[src/design/skmt_pkg.sv]
// ----------------------------------------------------------------------------
// skmt_pkg
// Shared constants and types of the scan code modifier tracker: ring size,
// set 1 key codes, flag bit masks and the status groups between modules.
// ----------------------------------------------------------------------------
package skmt_pkg;

  // Ring of buffered make codes (one slot stays free to tell full from empty)
  localparam int unsigned RingDepth = 128;
  localparam int unsigned RingAw    = (RingDepth > 1) ? $clog2(RingDepth) : 1;

  // Operation codes of an input transaction
  localparam logic OpArrive = 1'b0;
  localparam logic OpPop    = 1'b1;

  // Set 1 key codes, bit 7 (break) removed
  localparam logic [6:0] ScLshift = 7'h2A;
  localparam logic [6:0] ScRshift = 7'h36;
  localparam logic [6:0] ScLctrl  = 7'h1D;
  localparam logic [6:0] ScLalt   = 7'h38;
  localparam logic [6:0] ScScroll = 7'h46;
  localparam logic [6:0] ScNum    = 7'h45;
  localparam logic [6:0] ScCaps   = 7'h3A;
  localparam logic [6:0] ScInsert = 7'h52;

  // Main flag byte bits
  localparam logic [7:0] MainRshift = 8'h01;
  localparam logic [7:0] MainLshift = 8'h02;
  localparam logic [7:0] MainCtrl   = 8'h04;
  localparam logic [7:0] MainAlt    = 8'h08;
  localparam logic [7:0] MainScroll = 8'h10;
  localparam logic [7:0] MainNum    = 8'h20;
  localparam logic [7:0] MainCaps   = 8'h40;
  localparam logic [7:0] MainInsert = 8'h80;

  // Held flag byte bits
  localparam logic [7:0] HeldLctrl  = 8'h01;
  localparam logic [7:0] HeldLalt   = 8'h02;
  localparam logic [7:0] HeldScroll = 8'h10;
  localparam logic [7:0] HeldNum    = 8'h20;
  localparam logic [7:0] HeldCaps   = 8'h40;

  // Flag state after the latest transaction
  typedef struct packed {
    logic [7:0] main_flags;
    logic [7:0] held_flags;
    logic       led_update;
  } flag_stat_t;

  // Ring state after the latest transaction
  typedef struct packed {
    logic [7:0] rd_data;
    logic       pop_hit;
    logic       empty;
    logic       dropped;
  } ring_stat_t;

endpackage

[src/design/skmt_if.sv]
// ----------------------------------------------------------------------------
// skmt_in_if / skmt_out_if
// Valid/ready channels of the tracker: scan code or pop request in, one
// result transaction out.
// ----------------------------------------------------------------------------
interface skmt_in_if;
  logic       valid;
  logic       ready;
  logic       operation;
  logic [7:0] code_byte;

  modport source (output valid, output operation, output code_byte, input ready);
  modport sink   (input valid, input operation, input code_byte, output ready);
endinterface

interface skmt_out_if;
  logic       valid;
  logic       ready;
  logic [7:0] data_byte;
  logic [7:0] shift_flags;
  logic [7:0] pressed_flags;
  logic       led_update;
  logic [2:0] led_bits;
  logic       buffer_empty;
  logic       dropped;

  modport source (output valid, output data_byte, output shift_flags,
                  output pressed_flags, output led_update, output led_bits,
                  output buffer_empty, output dropped, input ready);
  modport sink   (input valid, input data_byte, input shift_flags,
                  input pressed_flags, input led_update, input led_bits,
                  input buffer_empty, input dropped, output ready);
endinterface

[src/design/skmt_ram.sv]
// ----------------------------------------------------------------------------
// skmt_ram
// Generic simple dual port RAM: one write port, one read port with a
// registered read that holds its data while no read is enabled.
// ----------------------------------------------------------------------------
module skmt_ram #(
  parameter int unsigned Width = 8,
  parameter int unsigned Depth = 128,
  localparam int unsigned Aw   = (Depth > 1) ? $clog2(Depth) : 1
) (
  input  logic             clk_i,
  input  logic             we_i,
  input  logic [Aw-1:0]    waddr_i,
  input  logic [Width-1:0] wdata_i,
  input  logic             re_i,
  input  logic [Aw-1:0]    raddr_i,
  output logic [Width-1:0] rdata_o
);

  logic [Width-1:0] mem_q [Depth];
  logic [Width-1:0] rdata_q;

  // Write port
  always_ff @(posedge clk_i) begin
    if (we_i) begin
      mem_q[waddr_i] <= wdata_i;
    end
  end

  // Registered read port
  always_ff @(posedge clk_i) begin
    if (re_i) begin
      rdata_q <= mem_q[raddr_i];
    end
  end

  assign rdata_o = rdata_q;

endmodule

[src/design/skmt_flags.sv]
// ----------------------------------------------------------------------------
// skmt_flags
// Shift state tracker: updates the main and held flag bytes from arriving
// set 1 make and break codes and flags lock key presses for an LED resend.
// ----------------------------------------------------------------------------
module skmt_flags (
  input  logic                clk_i,
  input  logic                rst_ni,
  input  logic                step_i,
  input  logic                pop_i,
  input  logic [7:0]          code_i,
  output skmt_pkg::flag_stat_t stat_o
);

  logic [7:0] main_q, main_d;
  logic [7:0] held_q, held_d;
  logic       led_q, led_d;

  // Apply one scan code to the flag bytes
  always_comb begin
    main_d = main_q;
    held_d = held_q;
    led_d  = 1'b0;
    if (code_i[7]) begin
      // break: release held bits
      case (code_i[6:0])
        skmt_pkg::ScLshift: main_d = main_q & ~skmt_pkg::MainLshift;
        skmt_pkg::ScRshift: main_d = main_q & ~skmt_pkg::MainRshift;
        skmt_pkg::ScLctrl: begin
          main_d = main_q & ~skmt_pkg::MainCtrl;
          held_d = held_q & ~skmt_pkg::HeldLctrl;
        end
        skmt_pkg::ScLalt: begin
          main_d = main_q & ~skmt_pkg::MainAlt;
          held_d = held_q & ~skmt_pkg::HeldLalt;
        end
        skmt_pkg::ScScroll: held_d = held_q & ~skmt_pkg::HeldScroll;
        skmt_pkg::ScNum:    held_d = held_q & ~skmt_pkg::HeldNum;
        skmt_pkg::ScCaps:   held_d = held_q & ~skmt_pkg::HeldCaps;
        default: ;
      endcase
    end else begin
      // make: set held bits, toggle locks and insert
      case (code_i[6:0])
        skmt_pkg::ScLshift: main_d = main_q | skmt_pkg::MainLshift;
        skmt_pkg::ScRshift: main_d = main_q | skmt_pkg::MainRshift;
        skmt_pkg::ScLctrl: begin
          main_d = main_q | skmt_pkg::MainCtrl;
          held_d = held_q | skmt_pkg::HeldLctrl;
        end
        skmt_pkg::ScLalt: begin
          main_d = main_q | skmt_pkg::MainAlt;
          held_d = held_q | skmt_pkg::HeldLalt;
        end
        skmt_pkg::ScScroll: begin
          main_d = main_q ^ skmt_pkg::MainScroll;
          held_d = held_q | skmt_pkg::HeldScroll;
          led_d  = 1'b1;
        end
        skmt_pkg::ScNum: begin
          main_d = main_q ^ skmt_pkg::MainNum;
          held_d = held_q | skmt_pkg::HeldNum;
          led_d  = 1'b1;
        end
        skmt_pkg::ScCaps: begin
          main_d = main_q ^ skmt_pkg::MainCaps;
          held_d = held_q | skmt_pkg::HeldCaps;
          led_d  = 1'b1;
        end
        skmt_pkg::ScInsert: main_d = main_q ^ skmt_pkg::MainInsert;
        default: ;
      endcase
    end
  end

  // Hold flag state; a pop transaction clears only the LED request
  always_ff @(posedge clk_i or negedge rst_ni) begin
    if (!rst_ni) begin
      main_q <= '0;
      held_q <= '0;
      led_q  <= 1'b0;
    end else if (step_i) begin
      main_q <= main_d;
      held_q <= held_d;
      led_q  <= led_d;
    end else if (pop_i) begin
      led_q  <= 1'b0;
    end
  end

  assign stat_o.main_flags = main_q;
  assign stat_o.held_flags = held_q;
  assign stat_o.led_update = led_q;

endmodule

[src/design/skmt_ring.sv]
// ----------------------------------------------------------------------------
// skmt_ring
// Ring buffer of make codes: write and read slots around one RAM, full and
// empty detection, drop of pushes to a full ring and empty pops.
// ----------------------------------------------------------------------------
module skmt_ring (
  input  logic                 clk_i,
  input  logic                 rst_ni,
  input  logic                 step_i,
  input  logic                 push_i,
  input  logic                 pop_i,
  input  logic [7:0]           code_i,
  output skmt_pkg::ring_stat_t stat_o
);

  localparam int unsigned Aw = skmt_pkg::RingAw;
  localparam logic [Aw-1:0] LastSlot = Aw'(skmt_pkg::RingDepth - 1);

  logic [Aw-1:0] wr_q, wr_d, wr_nxt;
  logic [Aw-1:0] rd_q, rd_d, rd_nxt;
  logic          full, empty;
  logic          do_write, do_read;
  logic          hit_q, drop_q;
  logic [7:0]    rdata;

  // Advance a slot with wrap at the ring end
  assign wr_nxt = (wr_q == LastSlot) ? '0 : wr_q + 1'b1;
  assign rd_nxt = (rd_q == LastSlot) ? '0 : rd_q + 1'b1;

  assign empty    = (wr_q == rd_q);
  assign full     = (wr_nxt == rd_q);
  assign do_write = push_i & ~full;
  assign do_read  = pop_i & ~empty;

  assign wr_d = do_write ? wr_nxt : wr_q;
  assign rd_d = do_read ? rd_nxt : rd_q;

  // Hold slots and the per-transaction status
  always_ff @(posedge clk_i or negedge rst_ni) begin
    if (!rst_ni) begin
      wr_q   <= '0;
      rd_q   <= '0;
      hit_q  <= 1'b0;
      drop_q <= 1'b0;
    end else if (step_i) begin
      wr_q   <= wr_d;
      rd_q   <= rd_d;
      hit_q  <= do_read;
      drop_q <= push_i & full;
    end
  end

  // Code storage; a write is visible to a read in the next cycle
  skmt_ram #(
    .Width (8),
    .Depth (skmt_pkg::RingDepth)
  ) u_ram (
    .clk_i   (clk_i),
    .we_i    (do_write),
    .waddr_i (wr_q),
    .wdata_i (code_i),
    .re_i    (do_read),
    .raddr_i (rd_q),
    .rdata_o (rdata)
  );

  assign stat_o.rd_data = rdata;
  assign stat_o.pop_hit = hit_q;
  assign stat_o.empty   = (wr_q == rd_q);
  assign stat_o.dropped = drop_q;

endmodule

[src/design/scancode_modifier_tracker_fifo.sv]
// A result is offered in the cycle after its transaction is accepted.
// Throughput: one transaction per cycle; the input is taken whenever the
// output register is empty or being drained.
// Reset clears the flag bytes and ring slots; ring contents stay undefined
// and are never read before being written.
// ----------------------------------------------------------------------------
// scancode_modifier_tracker_fifo
// Keyboard shift state tracker for scan code set 1 with a buffer of make
// codes, popped on request.
// ----------------------------------------------------------------------------
module scancode_modifier_tracker_fifo (
  input  logic              clk_i,
  input  logic              rst_ni,
  skmt_in_if.sink           in_i,
  skmt_out_if.source        out_o
);

  logic                 accept;
  logic                 step_code;
  logic                 push;
  logic                 pop;
  logic                 out_valid_q;
  logic [7:0]           code_q;
  skmt_pkg::flag_stat_t flag_stat;
  skmt_pkg::ring_stat_t ring_stat;

  // Take a new transaction when the output register frees up
  assign in_i.ready = ~out_valid_q | out_o.ready;
  assign accept     = in_i.valid & in_i.ready;
  assign step_code  = accept & (in_i.operation == skmt_pkg::OpArrive);
  assign push       = step_code & ~in_i.code_byte[7];
  assign pop        = accept & (in_i.operation == skmt_pkg::OpPop);

  skmt_flags u_flags (
    .clk_i  (clk_i),
    .rst_ni (rst_ni),
    .step_i (step_code),
    .pop_i  (pop),
    .code_i (in_i.code_byte),
    .stat_o (flag_stat)
  );

  skmt_ring u_ring (
    .clk_i  (clk_i),
    .rst_ni (rst_ni),
    .step_i (accept),
    .push_i (push),
    .pop_i  (pop),
    .code_i (in_i.code_byte),
    .stat_o (ring_stat)
  );

  // Output valid
  always_ff @(posedge clk_i or negedge rst_ni) begin
    if (!rst_ni) begin
      out_valid_q <= 1'b0;
    end else if (in_i.ready) begin
      out_valid_q <= in_i.valid;
    end
  end

  // Echoed code, zero for a pop
  always_ff @(posedge clk_i) begin
    if (accept) begin
      code_q <= (in_i.operation == skmt_pkg::OpArrive) ? in_i.code_byte : 8'h00;
    end
  end

  // Drive the result transaction
  assign out_o.valid         = out_valid_q;
  assign out_o.data_byte     = ring_stat.pop_hit ? ring_stat.rd_data : code_q;
  assign out_o.shift_flags   = flag_stat.main_flags;
  assign out_o.pressed_flags = flag_stat.held_flags;
  assign out_o.led_update    = flag_stat.led_update;
  assign out_o.led_bits      = flag_stat.main_flags[6:4];
  assign out_o.buffer_empty  = ring_stat.empty;
  assign out_o.dropped       = ring_stat.dropped;

endmodule
[src/flat_wrapper.sv]
// flat-port wrapper written by rule: the top's interface ports become plain ports
module scancode_modifier_tracker_fifo_flat 
  (clk_i, rst_ni, in_i_valid, in_i_operation, in_i_code_byte, in_i_ready, out_o_valid, out_o_data_byte, out_o_shift_flags, out_o_pressed_flags, out_o_led_update, out_o_led_bits, out_o_buffer_empty, out_o_dropped, out_o_ready);
  skmt_in_if in_i_i ();
  skmt_out_if out_o_i ();
  input  logic clk_i;
  input  logic rst_ni;
  input wire logic [$bits(in_i_i.valid)-1:0] in_i_valid;
  input wire logic [$bits(in_i_i.operation)-1:0] in_i_operation;
  input wire logic [$bits(in_i_i.code_byte)-1:0] in_i_code_byte;
  output wire logic [$bits(in_i_i.ready)-1:0] in_i_ready;
  output wire logic [$bits(out_o_i.valid)-1:0] out_o_valid;
  output wire logic [$bits(out_o_i.data_byte)-1:0] out_o_data_byte;
  output wire logic [$bits(out_o_i.shift_flags)-1:0] out_o_shift_flags;
  output wire logic [$bits(out_o_i.pressed_flags)-1:0] out_o_pressed_flags;
  output wire logic [$bits(out_o_i.led_update)-1:0] out_o_led_update;
  output wire logic [$bits(out_o_i.led_bits)-1:0] out_o_led_bits;
  output wire logic [$bits(out_o_i.buffer_empty)-1:0] out_o_buffer_empty;
  output wire logic [$bits(out_o_i.dropped)-1:0] out_o_dropped;
  input wire logic [$bits(out_o_i.ready)-1:0] out_o_ready;
  assign in_i_i.valid = in_i_valid;
  assign in_i_i.operation = in_i_operation;
  assign in_i_i.code_byte = in_i_code_byte;
  assign in_i_ready = in_i_i.ready;
  assign out_o_valid = out_o_i.valid;
  assign out_o_data_byte = out_o_i.data_byte;
  assign out_o_shift_flags = out_o_i.shift_flags;
  assign out_o_pressed_flags = out_o_i.pressed_flags;
  assign out_o_led_update = out_o_i.led_update;
  assign out_o_led_bits = out_o_i.led_bits;
  assign out_o_buffer_empty = out_o_i.buffer_empty;
  assign out_o_dropped = out_o_i.dropped;
  assign out_o_i.ready = out_o_ready;
  scancode_modifier_tracker_fifo u_core (.clk_i(clk_i), .rst_ni(rst_ni), .in_i(in_i_i), .out_o(out_o_i));
endmodule
[config.mk]
export PLATFORM = sky130hd
export DESIGN_NAME = scancode_modifier_tracker_fifo_flat
export DESIGN_NICKNAME = d
export VERILOG_FILES = /design/src/design/skmt_pkg.sv /design/src/design/skmt_if.sv /design/src/design/skmt_ram.sv /design/src/design/skmt_flags.sv /design/src/design/skmt_ring.sv /design/src/design/scancode_modifier_tracker_fifo.sv /design/src/flat_wrapper.sv
export SDC_FILE = /design/constraint.sdc
export NUM_CORES = 1
export LEC_CHECK = 0
export BUFFER_PORTS_ARGS = -buffer_cell sky130_fd_sc_hd__buf_2
export CAP_MARGIN = 15
export CORE_MARGIN = 2
export CORE_UTILIZATION = 40
export CTS_BUF_LIST = sky130_fd_sc_hd__clkbuf_8
export DETAILED_ROUTE_END_ITERATION = 16
export GPL_ROUTABILITY_DRIVEN = 1
export GPL_TIMING_DRIVEN = 0
export SLEW_MARGIN = 25
export SYNTH_ARGS = -nofsm -noshare
export SYNTH_HDL_FRONTEND = slang
export SYNTH_HIERARCHICAL = 1
export SYNTH_SLANG_ARGS = --single-unit
[constraint.sdc]
create_clock -name clk_i -period 3.15 [get_ports clk_i]
set_input_delay 0.1575 -clock clk_i [delete_from_list [all_inputs] [get_ports clk_i]]
set_output_delay 0.1575 -clock clk_i [all_outputs]
set_load 0.01 [all_outputs]
# Word-level counts from Yosys, hierarchy flattened
# Memories as Yosys holds them, arrays and structs flattened. A register that Yosys moved wholly into a read port is not among the register bits.
# Cells that the tools add are included.
[classes] add_sub_neg=2 n_eq_ne=16 n_mux=15 n_bitwise=25 n_reduce_logical=17
[op_table] op="$pmux 7 s5" n=2
[op_table] op="$pmux 8 s8" n=1
[op_table] op="$reduce_and 10->1" n=4
[op_table] op="$reduce_and 9->1" n=4
[op_table] op="$eq 7x7->1 const B" n=5
[op_table] op="$reduce_and 6->1" n=5
[op_table] op="$eq 7x6->1 const B" n=4
[op_table] op="$mux 7" n=3
[op_table] op="$not 1->1" n=17
[op_table] op="$mux 8" n=2
[op_table] op="$pmux 4 s4" n=1
[op_table] op="$add 7x1->7 const B" n=2
[op_table] op="$eq 7x7->1" n=2
[op_table] op="$ne 2x2->1 const B" n=4
[op_table] op="$and 1x1->1" n=7
[op_table] op="$eq 7x5->1 const B" n=1
[op_table] op="$mux 1" n=6
[op_table] op="$reduce_and 2->1" n=2
[op_table] op="$reduce_or 3->1" n=1
[op_table] op="$reduce_bool 2->1" n=1
[op_table] op="$or 1x1->1" n=1
[totals] ff_bits=39 mem_bits_rw=1024 inputBits=13 out_inout_bits=32 n_memories=1
[mem_list] name="u_core.u_ring.u_ram.mem_q" words=128 width=8 rd=1 rd_ports_with_merged_regs=1 write_ports=1 line="skmt_ram.sv:20" text="logic [Width-1:0] mem_q [Depth];"

# Logic depth before layout (Yosys ltp)
[logic_depth] depth_word=8 depth_mapped=13

# Cells and area by module
# Netlist, hierarchy kept.
[by_module_without_submodules] module="skmt_ram" instances=1 cells_each=1635 area_each_um2=39745.6 seq_area_each_um2=30989.7
[by_module_without_submodules] module="skmt_ring" instances=1 cells_each=114 area_each_um2=1109.8 seq_area_each_um2=400.4
[by_module_without_submodules] module="skmt_flags" instances=1 cells_each=67 area_each_um2=768.2 seq_area_each_um2=350.3
[by_module_without_submodules] module="scancode_modifier_tracker_fifo" instances=1 cells_each=37 area_each_um2=523.0 seq_area_each_um2=265.3

# Worst setup path after synthesis
# Ideal clock, no wire load.
[synth_path] path_type="register -> register" startpoint="register u_core.u_ring.wr_q[0]" endpoint="memory u_core.u_ring.u_ram.mem_q[110][0] (enable)" arrival_ns=3.081 setup_slack_ns=-0.302 path_stages_with_launch=14 period_less_slack_ns=3.452 cell_sequence="dfrtp_1 ha_1 and3_1 buf_4 mux2i_1 mux2i_1 mux2i_1 nor3_1 nor2b_1 clkbuf_1 nor2b_1 nand3_1 clkbuf_1 nor2_1"
[synth_via] elab_chain_len=7 word_cells_on_any_way=8 cone_classes="add/sub (1); eq/ne (2); mux (3); bitwise (2)"
[synth_rtl] item="start: declaration" line="skmt_ring.sv:19" text="logic [Aw-1:0] wr_q, wr_d, wr_nxt;"
[synth_rtl] item="start signal: assignment" line="skmt_ring.sv:46" text="wr_q <= wr_d;"
[synth_rtl] item="$add 7x1->7 or $eq 7x7->1 (tied branches)" line="skmt_ring.sv:27" text="assign wr_nxt = (wr_q == LastSlot) ? '0 : wr_q + 1'b1;"
[synth_rtl] item="$mux 7 *" line="skmt_ring.sv:27"
[synth_rtl] item="$eq 7x7->1 *" line="skmt_ring.sv:31" text="assign full = (wr_nxt == rd_q);"
[synth_rtl] item="$not 1->1 *" line="skmt_ring.sv:32" text="assign do_write = push_i & ~full;"
[synth_rtl] item="$and 1x1->1 *" line="skmt_ring.sv:32"
[synth_rtl] item="net u_core.u_ring.do_write" line="skmt_ring.sv:22" text="logic do_write, do_read;"
[synth_rtl] item="$mux 1 *" line="skmt_ram.sv:25" text="if (we_i) begin"
[synth_rtl] item="$mux 1 (implied by the code) *" line="skmt_ram.sv:26" text="mem_q[waddr_i] <= wdata_i;"
[synth_rtl] item="end: declaration" line="skmt_ram.sv:20"
# The timed path passes the listed nets; every way through them passes the cells marked *.

# Final worst setup path
[layout_path] startpoint="register u_core.u_ring.wr_q[3]" endpoint="memory u_core.u_ring.u_ram.mem_q[119][4] (enable)"
[layout_via] elab_chain_len=7 word_cells_on_any_way=8 cone_classes="add/sub (1); eq/ne (2); mux (3); bitwise (2)"
[layout_rtl] item="$add 7x1->7 or $eq 7x7->1 (tied branches)" line="skmt_ring.sv:27"
[layout_rtl] item="$mux 7" line="skmt_ring.sv:27"
[layout_rtl] item="$eq 7x7->1" line="skmt_ring.sv:31"
[layout_rtl] item="$not 1->1" line="skmt_ring.sv:32"
[layout_rtl] item="$and 1x1->1" line="skmt_ring.sv:32"
[layout_rtl] item="$mux 1" line="skmt_ram.sv:25"
[layout_rtl] item="$mux 1 (implied by the code)" line="skmt_ram.sv:26"
# Parallel ways exist; a longest one is shown, timed or not.

==> results.yml <==
global_route:
  grt_pass1_vias: 21618
  gr-total-overflow: 0
  antenna_found_initial: 8
  grt_max_degree: 90
  grt_pass1_wl_um: 153000
  track_usage_pct: 20.2
sta:
  slew_violations: 0
  whs_ns: 0.291
  setup_viol: 528
  fin_crit_sh_pct: 107
  worst_slew_pin_slew_ns: 1.16
  setup_slack_ns: -0.225
  relSlewSlack_pct: 22.5
  finalHoldViolCount: 0
  fin_crit_ns: 3.37
  rsz0062_at_grt: "true"
  fmax_mhz: 296
  finalClockSkew_ns: 0.0328
critical_path:
  startpoint_type: "flop"
  path_cells: "buf_4 -> nor2b_1 -> nand3_1 -> nor2_2"
  crit_family: "simple AND/OR/NAND/NOR gates"
  endpoint: "u_core/u_ring/u_ram/mem_q[119][4]$_DFFE_PP_"
  r2r_slack_ns: -0.22
  critPathArrivalTime_ns: 3.81
  reg2regPathDepth: 4
  slowest_delay_ns: 0.92
  critPathKind: "flop to flop"
  critPathSlowestCell: "nand3_1"
  required_ns: 3.58
  crit_cells: 4
  path_buf_inv: 1
  worstPathMaxFanout: 8
  endpoint_kind: "flop"
  r2r_end: "u_core/u_ring/u_ram/mem_q[119][4]$_DFFE_PP_"
  startpoint: "u_core/u_ring/wr_q[3]$_DFFE_PN0P_"
  timing.rr.start: "u_core/u_ring/wr_q[3]$_DFFE_PN0P_"
drt:
  vias: 20907
  drt_drc_violations_left: 0
  ant_nets: 0
  totalWireLength_um: 108000
  routed_via_density: 5.64
  firstDrtPassIters: 5
  routedWlPerCell_um: 29.1
  drt_iter0_drc: 2190
synth:
  synth_edf_count: 1040
  syn_avg_cell_area_sq_um: 22.7
  synth-seq-cells: 1071
  synth_cell_type_count: 52
  synthFlopType: "edfxtp_1"
  synthArstFlopShare_pct: 2.89
  synth_warnings: 6
  ys_seq_area_share_pct: 75.9
  syn_area_sq_um: 42100
  synthCells: 1853
floorplan:
  design.die.area_sq_um: 108000
  io_pins: 45
  die_h_um: 329
  initial_core_util_pct: 40.2
  die_w_um: 329
  rows: 119
  coreArea_sq_um: 105000
clock_tree:
  cts_sinks: 1071
  htreeDepth: 4
  clk_pin_slew_ns: 0.06
  cts-root-buf: "clkbuf_8"
  clkLatencyLatePin_ns: 0.82
  cts_tree: "yes"
  clock_path_buffers: 3
  cts_buffers: 172
layout:
  final_nets: 2198
  area_growth_pct: 20.2
  fin_area_sq_um: 50700
  num-fill-cells: 8430
  layout-drive-gt1-share_pct: 41.6
  multi_input_area_sq_um: 10700
  seq_area_sq_um: 32000
outcome:
  violations: "setup timing"
  status: "complete, but fails checks"
place:
  post-dp-hpwl_um: 68200
  numPortBuffers: 41
  routabilityCongestion: 0.816
  placed_area_sq_um: 44600
power:
  ir_drop_mv: 0.371
  p_total_mw: 34.8
  leakagePower_nw: 15.9
  powerDensity_nw_per_um2: 688
job:
  drv_cap: 0
hold_path:
  hold_class: "input port to flop"
  holdPathStages: 3
-- layer usage --
metal | global-route usage, % | wire length [um] | vias up
met1 | 26.8 | 43000 | 11260
met2 | 31.5 | 51200 | 932
li1 | - | - | 8522
met5 | 0 | 103 | -
met3 | 5.80 | 9730 | 189
met4 | 8.52 | 3910 | 4
-- how the worst min path moves through the flow --
stage | start | to | slack, ns
after global placement | rst_ni | u_core/u_flags/main_q[4]$_DFFE_PN0P_ | 0.24
after detailed placement | rst_ni | u_core/u_flags/held_q[4]$_DFFE_PN0P_ | 0.26
after CTS | in_i_operation | u_core/code_q[2]$_SDFFCE_PP0P_ | 0.23
after global routing | in_i_operation | u_core/code_q[7]$_SDFFCE_PP0P_ | 0.31
after floorplan | rst_ni | u_core/out_o.valid$_DFFE_PN0P_ | -0.14
final | in_i_operation | u_core/code_q[2]$_SDFFCE_PP0P_ | 0.29
-- report_power, final --
| part | leakage [nW] | total [mW] | internal, mW | switching [mW] |
|---|---|---|---|---|
| Combinational | 4.34 | 7.96 | 3.74 | 4.22 |
| Sequential | 9.73 | 15.8 | 15.7 | 0.0844 |
| Clock | 1.80 | 11.1 | 5.62 | 5.44 |
-- tightest hold or removal path, cell delays in order --
cell and delay [ns]:
dlygate4sd3_1 0.53, buf_2 0.19, nor2b_1 0.12
-- logic make-up after synthesis --
family,count (synthesis),share of synthesized area (%)
flip-flops,1071,75.9
buffers and inverters,118,1.35
adder cells (fa/ha/maj),2,0.0594
AO/OA/AOI/OAI,26,0.496
multiplexers,364,18.8
other,1,0.00890
XOR/XNOR,21,0.436
AND/OR/NAND/NOR,250,2.92
-- cell usage in the layout (no fill, tap or decap), types with 5 or more instances in the layout --
| cell type | Yosys | layout |
|---|---|---|
| edfxtp_1 | 1040 | 1040 |
| mux4_2 | 336 | 336 |
| clkbuf_8 | 0 | 177 |
| nor2_4 | 0 | 107 |
| buf_4 | 23 | 66 |
| inv_1 | 11 | 61 |
| buf_12 | 0 | 45 |
| clkinv_1 | 0 | 42 |
| buf_2 | 15 | 37 |
| nand2_1 | 28 | 25 |
| buf_6 | 3 | 23 |
| dfrtp_1 | 31 | 22 |
| clkinv_2 | 0 | 17 |
| dlygate4sd3_1 | 0 | 14 |
| clkbuf_4 | 0 | 14 |
| clkbuf_1 | 47 | 14 |
| clkbuf_16 | 0 | 13 |
| nor2b_1 | 15 | 13 |
| xnor2_1 | 13 | 13 |
| mux2_4 | 12 | 12 |
| nor2_2 | 0 | 12 |
| buf_16 | 0 | 9 |
| nor2_1 | 128 | 9 |
| buf_8 | 0 | 9 |
| nand3_1 | 16 | 8 |
| xor2_1 | 8 | 8 |
| nor3_4 | 1 | 8 |
| clkbuf_2 | 0 | 8 |
| dfrtp_2 | 0 | 8 |
| mux2_2 | 8 | 8 |
| nand2b_1 | 7 | 7 |
| mux2i_1 | 8 | 7 |
| or3_1 | 7 | 6 |
| o21ai_0 | 6 | 6 |
| nand3_4 | 0 | 6 |
| bufinv_16 | 0 | 5 |
| nand4_1 | 5 | 5 |
-- registers in the layout, indices dropped and copies added, names as in the netlist, 5 cells and up --
register and cells:
u_core/u_ring/u_ram/mem_q 1024, u_core/code_q 8, u_core/u_flags/main_q 8, u_core/u_ring/u_ram/rdata_o 8
u_core/u_ring/rd_q 7, u_core/u_ring/wr_q 7, u_core/u_flags/held_q 5
-- layout make-up --
class	count	share of cell area, %
well taps	1391	3.44
diodes	3	0.0148
clock buffers	175	4.75
plain buffers	106	2.19
clock inverters	128	1.46
repair buffers	155	3.70
multi-input cells	666	21.2
inverters	11	0.0815
flip-flops and latches	1071	63.2
-- synthesized netlist by cell type (4+ instances only) --
cell type / instances / area share, %
nand2b_1: 7 / 0.10
nor3_1: 12 / 0.14
mux4_2: 336 / 18
or3_1: 7 / 0.10
mux2i_1: 8 / 0.19
o21ai_0: 6 / 0.071
edfxtp_1: 1040 / 74
and3_1: 5 / 0.074
xnor2_1: 13 / 0.27
mux2_2: 8 / 0.21
nor2_1: 128 / 1.1
nand3_1: 16 / 0.19
xor2_1: 8 / 0.17
nand2_1: 28 / 0.25
inv_1: 11 / 0.098
clkbuf_1: 47 / 0.42
nor2b_1: 15 / 0.22
o311ai_1: 4 / 0.083
mux2_4: 12 / 0.43
nand4_1: 5 / 0.074
buf_4: 23 / 0.41
buf_2: 15 / 0.18
dfrtp_1: 31 / 1.8
buf_1: 19 / 0.17
-- stage by stage --
stage | setup WS [ns] | setup TNS (ns) | cells | utilization (%)
final | -0.225 | -32.55 | 3706 | 48.3
after CTS | -0.129 | -31.09 | 3685 | 47.9
after detailed placement | -2.30 | -1760.86 | 3298 | 42.5
after global placement | -2.44 | -1825.99 | 3287 | 42.2
after global routing | -0.238 | -88.90 | 3705 | 48.3
after floorplan | -0.132 | -2.84 | 1855 | -
-- repair_timing --
item,4_1_cts,5_1_grt
hold endpoints to repair,493,0
hold buffers,15,0
resized for setup,391,23
cloned,8,0
endpoints found under the setup margin,1032,1026
setup buffers,62,18
pin swaps,58,21
Note: power is estimated with default switching activity, not from simulation.
